[src/design/wtf_pkg.sv]
`timescale 1ns / 1ps
package wtf_pkg;

  // Default sizes, handed to the top-level parameters
  localparam int MAX_WIN_DEF     = 7;
  localparam int LINE_MAX_DEF    = 1024;
  localparam int SAMPLE_BITS_DEF = 24;

  // Fixed field widths
  localparam int ROW_BITS     = 10;
  localparam int COL_BITS     = 16;
  localparam int MODE_BITS    = 3;
  localparam int WSZ_BITS     = 3;
  localparam int LEN_BITS     = 11;
  localparam int GCOL_BITS    = 16;
  localparam int CFG_IDX_BITS = 3;
  localparam int CFG_DAT_BITS = 16;

  // Operation codes
  localparam logic [MODE_BITS-1:0] MODE_TRI   = 3'd0;
  localparam logic [MODE_BITS-1:0] MODE_TPI   = 3'd1;
  localparam logic [MODE_BITS-1:0] MODE_ROUGH = 3'd2;
  localparam logic [MODE_BITS-1:0] MODE_MEAN  = 3'd3;
  localparam logic [MODE_BITS-1:0] MODE_MIN   = 3'd4;
  localparam logic [MODE_BITS-1:0] MODE_MAX   = 3'd5;

  // Register indexes
  localparam logic [CFG_IDX_BITS-1:0] REG_MODE  = 3'd0;
  localparam logic [CFG_IDX_BITS-1:0] REG_WSIZE = 3'd1;
  localparam logic [CFG_IDX_BITS-1:0] REG_NAN   = 3'd2;
  localparam logic [CFG_IDX_BITS-1:0] REG_LEN   = 3'd3;
  localparam logic [CFG_IDX_BITS-1:0] REG_GCOLS = 3'd4;

  typedef enum logic [2:0] {
    ST_IDLE,
    ST_LOAD,
    ST_ACC,
    ST_DIVI,
    ST_DIV,
    ST_OUT
  } state_t;

  typedef struct packed {
    logic accept;
    logic load;
    logic acc_step;
    logic div_start;
    logic div_step;
    logic out_load;
  } cmd_t;

  typedef struct packed {
    logic emit;
    logic cvalid;
    logic acc_last;
    logic need_div;
    logic div_last;
    logic out_free;
  } status_t;

endpackage

[src/design/wtf_ctrl.sv]
`timescale 1ns / 1ps
module wtf_ctrl (
  input  logic             clk,
  input  logic             rst_n,
  input  logic             in_tvalid,
  output logic             in_tready,
  input  wtf_pkg::status_t st,
  output wtf_pkg::cmd_t    cmd
);
  import wtf_pkg::*;

  state_t state_r, state_nxt;

  // State register
  always_ff @(posedge clk) begin
    if (!rst_n) begin
      state_r <= ST_IDLE;
    end else begin
      state_r <= state_nxt;
    end
  end

  // Next state and commands
  always_comb begin
    state_nxt = state_r;
    cmd       = '0;
    in_tready = 1'b0;
    unique case (state_r)
      ST_IDLE: begin
        in_tready  = 1'b1;
        cmd.accept = in_tvalid;
        if (in_tvalid) state_nxt = ST_LOAD;
      end
      ST_LOAD: begin
        cmd.load = 1'b1;
        if (!st.emit)        state_nxt = ST_IDLE;
        else if (!st.cvalid) state_nxt = ST_OUT;
        else                 state_nxt = ST_ACC;
      end
      ST_ACC: begin
        cmd.acc_step = 1'b1;
        if (st.acc_last) state_nxt = st.need_div ? ST_DIVI : ST_OUT;
      end
      ST_DIVI: begin
        cmd.div_start = 1'b1;
        state_nxt     = ST_DIV;
      end
      ST_DIV: begin
        cmd.div_step = 1'b1;
        if (st.div_last) state_nxt = ST_OUT;
      end
      ST_OUT: begin
        if (st.out_free) begin
          cmd.out_load = 1'b1;
          state_nxt    = ST_IDLE;
        end
      end
      default: state_nxt = ST_IDLE;
    endcase
  end

endmodule

[config.mk]
export PLATFORM = sky130hd
export DESIGN_NAME = wtf_ctrl
export DESIGN_NICKNAME = d
export VERILOG_FILES = /design/src/design/wtf_pkg.sv /design/src/design/wtf_ctrl.sv
export SDC_FILE = /design/constraint.sdc
export NUM_CORES = 1
export LEC_CHECK = 0
export CORE_AREA = 8 8 45 47
export CTS_CLUSTER_SIZE = 40
export DETAILED_ROUTE_END_ITERATION = 8
export DIE_AREA = 0 0 53 55
export DONT_BUFFER_PORTS = 1
export HOLD_SLACK_MARGIN = 0.03
export PLACE_DENSITY = 0.39
export REMOVE_ABC_BUFFERS = 1
export SLEW_MARGIN = 40
export SYNTH_ARGS = -nofsm -noshare
export SYNTH_HDL_FRONTEND = slang
export SYNTH_SLANG_ARGS = --single-unit
export TNS_END_PERCENT = 1
[constraint.sdc]
create_clock -name clk -period 2.2 [get_ports clk]
set_input_delay 0.11 -clock clk [delete_from_list [all_inputs] [get_ports clk]]
set_output_delay 0.11 -clock clk [all_outputs]
set_load 0.1 [all_outputs]
* Word level (Yosys, flattened, before mapping)
Cells that the tools add are included.
** Storage, ports and cells
- Register bits :: 3
- Bits of input ports :: 9
- Output and inout port bits :: 7
- Logic and storage cells :: 28
** Operators by class
- Eq/ne operators :: 9
- Muxes and demuxes :: 16
- Reductions and logical operators :: 2
** Operator list (count)
- $mux W3 :: 7
- $pmux W3 S6 :: 1
- $mux W1 :: 8
- $ne A2 B2 Y1 const B :: 4
- $eq A3 B2 Y1 const B :: 2
- $eq A3 B3 Y1 const B :: 2
- $reduce_and A4 Y1 :: 1
- $eq A3 B1 Y1 const B :: 1
- $logic_not A3 Y1 :: 1

* Depth between registers and ports, before layout
Gate-level depths: netlist of run 1.
- Word-level depth :: 3
- Mapped depth :: 4
- Gate-level depth less buffers :: 3

* Worst setup path before layout of run 1
Ideal clock, no wire load.
- Kind :: register to output
- From :: register state_r[2]
- To :: output port cmd[5] (netlist name)
- Arrival time :: 3499 ps
- Required time :: 2090 ps
- Slack :: -1409 ps
- Cell stages (with the launch flop) :: 4
- Buffers on the path :: 1
- Cell sequence :: dfxtp_1 -> buf_2 -> nor3_1 -> and2_1
** RTL lines
- start: declaration :: RTL line wtf_ctrl.sv:12 : state_t state_r, state_nxt;
- start signal: assignment :: RTL line wtf_ctrl.sv:19 : state_r <= state_nxt;
- end: declaration :: RTL line wtf_ctrl.sv:8 : output wtf_pkg::cmd_t cmd

==> results of run 1 <==
[metrics by stage]
step	hold WS, ns	worst slack [ns]
2_1_floorplan	0.238	-1.36
5_1_grt	0.0610	0.505
6_report	0.0588	0.633
4_1_cts	0.0540	0.615
3_3_place_gp	0.249	0.899
3_5_place_dp	0.250	0.866
[final cells by class]
class                   instances  area (µm²)  area share
multi-input cells              24         198       0.445
repair buffers                  8         133       0.299
flip-flops and latches          3        60.1       0.135
clock buffers                   4        26.3      0.0592
well taps                      16        20.0      0.0451
inverters                       2        7.51      0.0169
[layout by cell type, fill, tap and decap left out, drive strengths merged]
cell type    n
nor4b        1
nor3         4
nand2        1
nand2b       6
and2         1
nand3b       1
buf          3
nand4        1
nor2         2
dlygate4sd3  1
a211oi       1
dfxtp        3
a41o         1
inv          2
clkbuf       8
a221oi       1
nand3        1
a21oi        2
o31a         1
[cell families after synthesis]
group           Yosys count  synth area share
compound gates            6             0.200
buf+inv                   4            0.0926
flops                     3             0.234
simple gates             18             0.473
[repair_timing]
item,CTS,global route
setup buffers,0,0
hold endpoints to repair,1,0
hold buffers,1,0
[worst paths after layout]
check                                 from    endpoint  slack (ns)  cells after the start
worst max-delay path            state_r[0]      cmd[4]        0.63                      3
worst max register to register  state_r[0]  state_r[0]        0.96                      3
worst min register to register  state_r[1]  state_r[1]        0.57                      2
worst min-delay path                 rst_n  state_r[2]        0.06                      1
[routing by layer]
layer | wire length (µm) | GRT usage
met5 | 0 | 0
met4 | 0 | 0.0259
met3 | 106 | 0.0455
met2 | 359 | 0.0859
met1 | 229 | 0.0561
[power by group]
part	switching, mW	internal (mW)	leakage, nW
clock	0.0247	0.0677	0.0150
combinational	0.0752	0.0398	0.142
sequential	0.00939	0.0578	0.0245
[worst register-to-register path: stages (launching register included)]
cell and delay [ns]:
dfxtp_1 0.59, nand2b_1 0.17, a211oi_1 0.06, o31a_1 0.31
==> flow_summary.yaml, run 1 <==
global_route:
  grt_max_degree: 12
  first_global_vias: 264
  antenna_found_initial: 0
  overflow: 0
  grt_usage: 0.0568
  grt_pass1_wl_um: 1210
pwr:
  p_per_area_mw_per_mm2: 618
  leakagePower_nw: 0.181
  power_mw: 0.275
  peakVddDrop_mv: 0.227
cts:
  clk_pin_slew_ns: 0.03
  cts_tree: "yes"
  cts_buffer_depth: 2
  cts.sinks: 3
  root_buffer: "clkbuf_4"
  h-tree-depth: 1
  cts_made_buffers: 3
  clk_latency_ns: 0.23
  cts_resized: 0
synthesis:
  synth_edf_count: 0
  yosys_register_bits: 3
  synthesis.area_um2: 256
  ys_top_cells_by_area: "dfxtp_1 23%, nand2b_1 15%, nand3b_4 7.8%, nor3_1 7.8%, a221oi_2 5.9%"
  syn_inst: 31
  synthArstFlopShare: 0
  synth_top_area_frac: 0.234
  synth_top_flop_cell: "dfxtp_1"
  yosysTopAreaCell: "dfxtp_1"
  avgSynthCellArea_um2: 8.27
  yosys_warnings: 0
  ys_top_cells_by_count: "6 x nand2b_1, 4 x nor3_1, 3 x dfxtp_1"
  yosysMostFrequentCell: "nand2b_1"
  synth.distinct_cells: 19
  ys_seq_area_frac: 0.234
flow_run:
  drv_cap: 0
routing:
  drtIter0Drc: 4
  routed_wl_um: 695
  ant_nets: 0
  drc: 0
  num_vias: 260
  wl_per_cell_um: 12.2
  viasPerCell: 4.56
  drt-pass1-iter-count: 2
sta:
  finalSetupViolations: 0
  finalCritPeriodShare: 0.712
  rsz0062_at_grt: "no"
  skew_ns: 0.00179
  worst_slew_pin_slew_ns: 0.447
  timing.fmax_mhz: 638
  slew_viol_final: 0
  slew_headroom: 0.702
  hold_violations: 0
  finalCriticalPeriod_ns: 1.57
  tns_ns: 0
floorplanning:
  dieArea_mm2: 0.00292
  die_y_um: 55
  start_util: 0.185
  pin_count: 16
  fp.dieW_um: 53
  fp-row-count: 14
  core_mm2: 0.00138
worst_setup_path:
  path_delay_family: "flip-flops"
  end_kind: "output port"
  cp_max_fo: 11
  required_ns: 2.09
  cp_num_buf_inv: 2
  cp_slowest_stage_delay_ns: 0.59
  crit_type: "register to output port"
  cp_slowest_cell: "dfxtp_1"
  cp.arrival_ns: 1.46
  critPathLaunchType: "register"
  worstPathCellList: "inv_1 > nor3_2 > clkbuf_16"
final_layout:
  final_layout_size_suffix_gt1_frac: 0.488
  reg_top3: "state_r x3"
  largest_reg_flops: 3
  num-fill-cells: 157
  area_delta_synth_final_pct: 73.2
  layoutNonFillerInstCount: 57
  nets: 51
  regMostFlops: "state_r"
  diodes: 0
  final_cell_area_um2: 444
  fin_util: 0.321
placement:
  place_congestion: 0.633
  hpwl_um: 607
  dpl_cell_area_um2: 408
  port_buffers: 0
  dp_cells: 52
min_path:
  hp-class: "input pin to register"
outcome:
  status: "finished clean"
(Power assumes the default switching activity.)
==> inputs of run 2 (changes only) <==
Settings changed: ABC_AREA set to 1, PLACE_DENSITY 0.39 to 0.42.
Clock period 2.2 ns to 1.4 ns, I/O delays scaled along.
==> run 2 against run 1 <==
  * Final cell count grew 33%
  * Sequential power up 65%
  * Clock power rose by 66%
  * Worst hold slack improved by 0.011 ns
  * Clock skew up 0.0012 ns
  * Power increased by 130%
  * Combinational power rose to 3.2 times the previous value
  * Via count up 23%
  * Sequential share of layout area decreased by 0.86 points
  * Setup slack got worse by 0.58 ns
  * Largest cell class unchanged
  * Highest routed layer unchanged
==> flow_summary.yaml, run 2 <==
pwr:
  p_sw_frac: 0.506
  peakVddDrop_mv: 0.526
  seq_power_share: 0.174
  clkPwrFrac: 0.240
  p_per_area_mw_per_mm2: 1280
  p_sw_mw: 0.321
  combPwrFrac: 0.585
  p_int_mw: 0.313
  power_mw: 0.634
  leakagePower_nw: 0.237
final_layout:
  fin_util: 0.357
  final_layout_size_suffix_gt1_frac: 0.400
  nets: 70
  final_common_cell: "nand2_1"
  reg_top3: "state_r x3"
  area_delta_synth_final_pct: 79.5
  layoutNonFillerInstCount: 76
  diodes: 0
  final_cell_area_um2: 494
  final_cell_mix: "11 x nand2_1, 8 x inv_1, 5 x nand3_1"
  largest_reg_flops: 3
  regMostFlops: "state_r"
synthesis:
  synth_edf_count: 0
  synth-xor-area-share: 0
  synth.distinct_cells: 17
  ys_top_cells_by_count: "11 x nand2_1, 9 x inv_1, 5 x nand3_1"
  synthArstFlopShare: 0
  yosysTopAreaCell: "dfxtp_1"
  synth_top_family_by_area: "simple AND/OR/NAND/NOR gates"
  synth_simple_gate_area_frac: 0.532
  synthAdderAreaFrac: 0
  ys_top_cells_by_area: "dfxtp_1 22%, nand2_1 15%, inv_1 12%, nand3_1 9.1%, a21oi_1 5.5%"
  synth_compound_area_frac: 0.0727
  ys_seq_area_frac: 0.218
  synth_mux_area_frac: 0
  synth_top_flop_cell: "dfxtp_1"
  synth_top_area_frac: 0.218
  yosysMostFrequentCell: "nand2_1"
  yosys_register_bits: 3
  syn_inst: 48
  yosys_warnings: 0
  synthesis.area_um2: 275
  avgSynthCellArea_um2: 5.73
worst_setup_path:
  crit_type: "register to output port"
  cp_num_buf_inv: 2
  r2r-start: "state_r[2]"
  cp_slowest_cell: "dfxtp_2"
  cp.arrival_ns: 1.27
  required_ns: 1.33
  r2r_end: "state_r[2]"
  cp_max_fo: 5
  cp.depth: 3
  worstPathCellList: "inv_2 > nor4_4 > clkbuf_16"
  critPathLaunchType: "register"
  path_delay_family: "flip-flops"
  cp_slowest_stage_delay_ns: 0.40
  ff2ff_setup_slack_ns: 0.28
  reg2reg_depth: 6
  end_kind: "output port"
  crit_path_start: "state_r[2]"
  setup.worst_path.end: "cmd[0]"
sta:
  worst_slew_pin_slew_ns: 0.279
  finalCriticalPeriod_ns: 1.34
  hold_violations: 0
  slew_headroom: 0.815
  slew_viol_final: 0
  finalCritPeriodShare: 0.959
  skew_ns: 0.00295
  fin_ws_ns: 0.0576
  tns_ns: 0
  finalSetupViolations: 0
  hold_ws_ns: 0.0698
  timing.fmax_mhz: 745
floorplanning:
  fp.dieW_um: 53
  die_y_um: 55
  pin_count: 16
  core_mm2: 0.00138
  dieArea_mm2: 0.00292
  start_util: 0.199
  fp-row-count: 14
cts:
  cts_setup_buffers: 0
  cts.sinks: 3
  clk_pin_slew_ns: 0.04
  cts_buffer_depth: 2
  clk_latency_ns: 0.23
  cts_made_buffers: 3
  cts_tree: "yes"
  root_buffer: "clkbuf_4"
  h-tree-depth: 1
flow_run:
  drv_cap: 0
global_route:
  grt_pass1_wl_um: 1230
  overflow: 0
  grt_usage: 0.0601
  antenna_found_initial: 0
  grt_max_degree: 8
  first_global_vias: 313
outcome:
  status: "finished clean"
placement:
  port_buffers: 0
  pre_cts_ws_ns: 0.167
  dpl_cell_area_um2: 440
  hpwl_um: 713
  dp_cells: 71
  place_congestion: 0.750
routing:
  drtIter0Drc: 2
  drc: 0
  wl_per_cell_um: 10.9
  drt-pass1-iter-count: 2
  ant_nets: 0
  routed_wl_um: 831
  viasPerCell: 4.21
  num_vias: 320
min_path:
  hp-class: "input pin to register"
==> run 2: cell types whose count changed after synthesis, moves of 2 or more <==
cell      change
nand3_1       +4
inv_1         +8
nand2_1      +10
nor3_1        -3
nand2b_1      -6
nor2_1        +2
==> run 2: how the worst min path moves through the flow <==
stage | to | start | slack [ns] | depth (start not counted)
after floorplan | state_r[0] | rst_n | 0.22 | 2
after global placement | state_r[2] | rst_n | 0.25 | 2
after detailed placement | state_r[1] | rst_n | 0.26 | 2
after CTS | state_r[1] | st[3] | 0.08 | 3
after global routing | state_r[1] | st[3] | 0.08 | 3
final | state_r[1] | st[3] | 0.07 | 3
==> run 2: layer usage <==
metal | track usage | routed length (µm) | part of all wire | vias up
met5 | 0 | 0 | 0 | -
met4 | 0.0647 | 0 | 0 | 0
met3 | 0.0241 | 77 | 0.093 | 0
met2 | 0.102 | 435 | 0.52 | 9
met1 | 0.0516 | 318 | 0.38 | 136
li1 | - | - | - | 175
==> run 2: cell type report <==
cell class	count	area, µm²
fillers	161	890
multi-input cells	33	198
repair buffers	9	146
flip-flops and latches	3	62.6
inverters	11	41.3
clock buffers	4	26.3
well taps	16	20.0
==> run 2: worst reg2reg max path: cells and delay by family, from the launching register on <==
family	cells	cell delay, ns
AND/OR/NAND/NOR	4	0.41
AO/OA/AOI/OAI	1	0.13
flip-flops	1	0.35
buffers and inverters	1	0.16
==> run 2: power by group through the flow <==
stage	registers (mW)	clock network (mW)	logic (mW)
after CTS	0.108	0.163	0.369
final	0.111	0.153	0.371
after global routing	0.111	0.166	0.391
after floorplan	0.106	0	0.252
after global placement	0.108	0	0.367
after detailed placement	0.108	0	0.366
==> run 2: repair_timing <==
item,4_1_cts,5_1_grt
hold buffers,1,0
hold endpoints to repair,3,0
cloned,0,0
gates resized for setup,2,4
setup endpoints to repair,2,5
==> run 2: kinds of logic (layout without fill, tap and decap cells) <==
group                  Yosys count  in the layout
buffers and inverters           12             24
AND/OR/NAND/NOR                 29             29
flip-flops                       3              3
AO/OA/AOI/OAI                    4              4
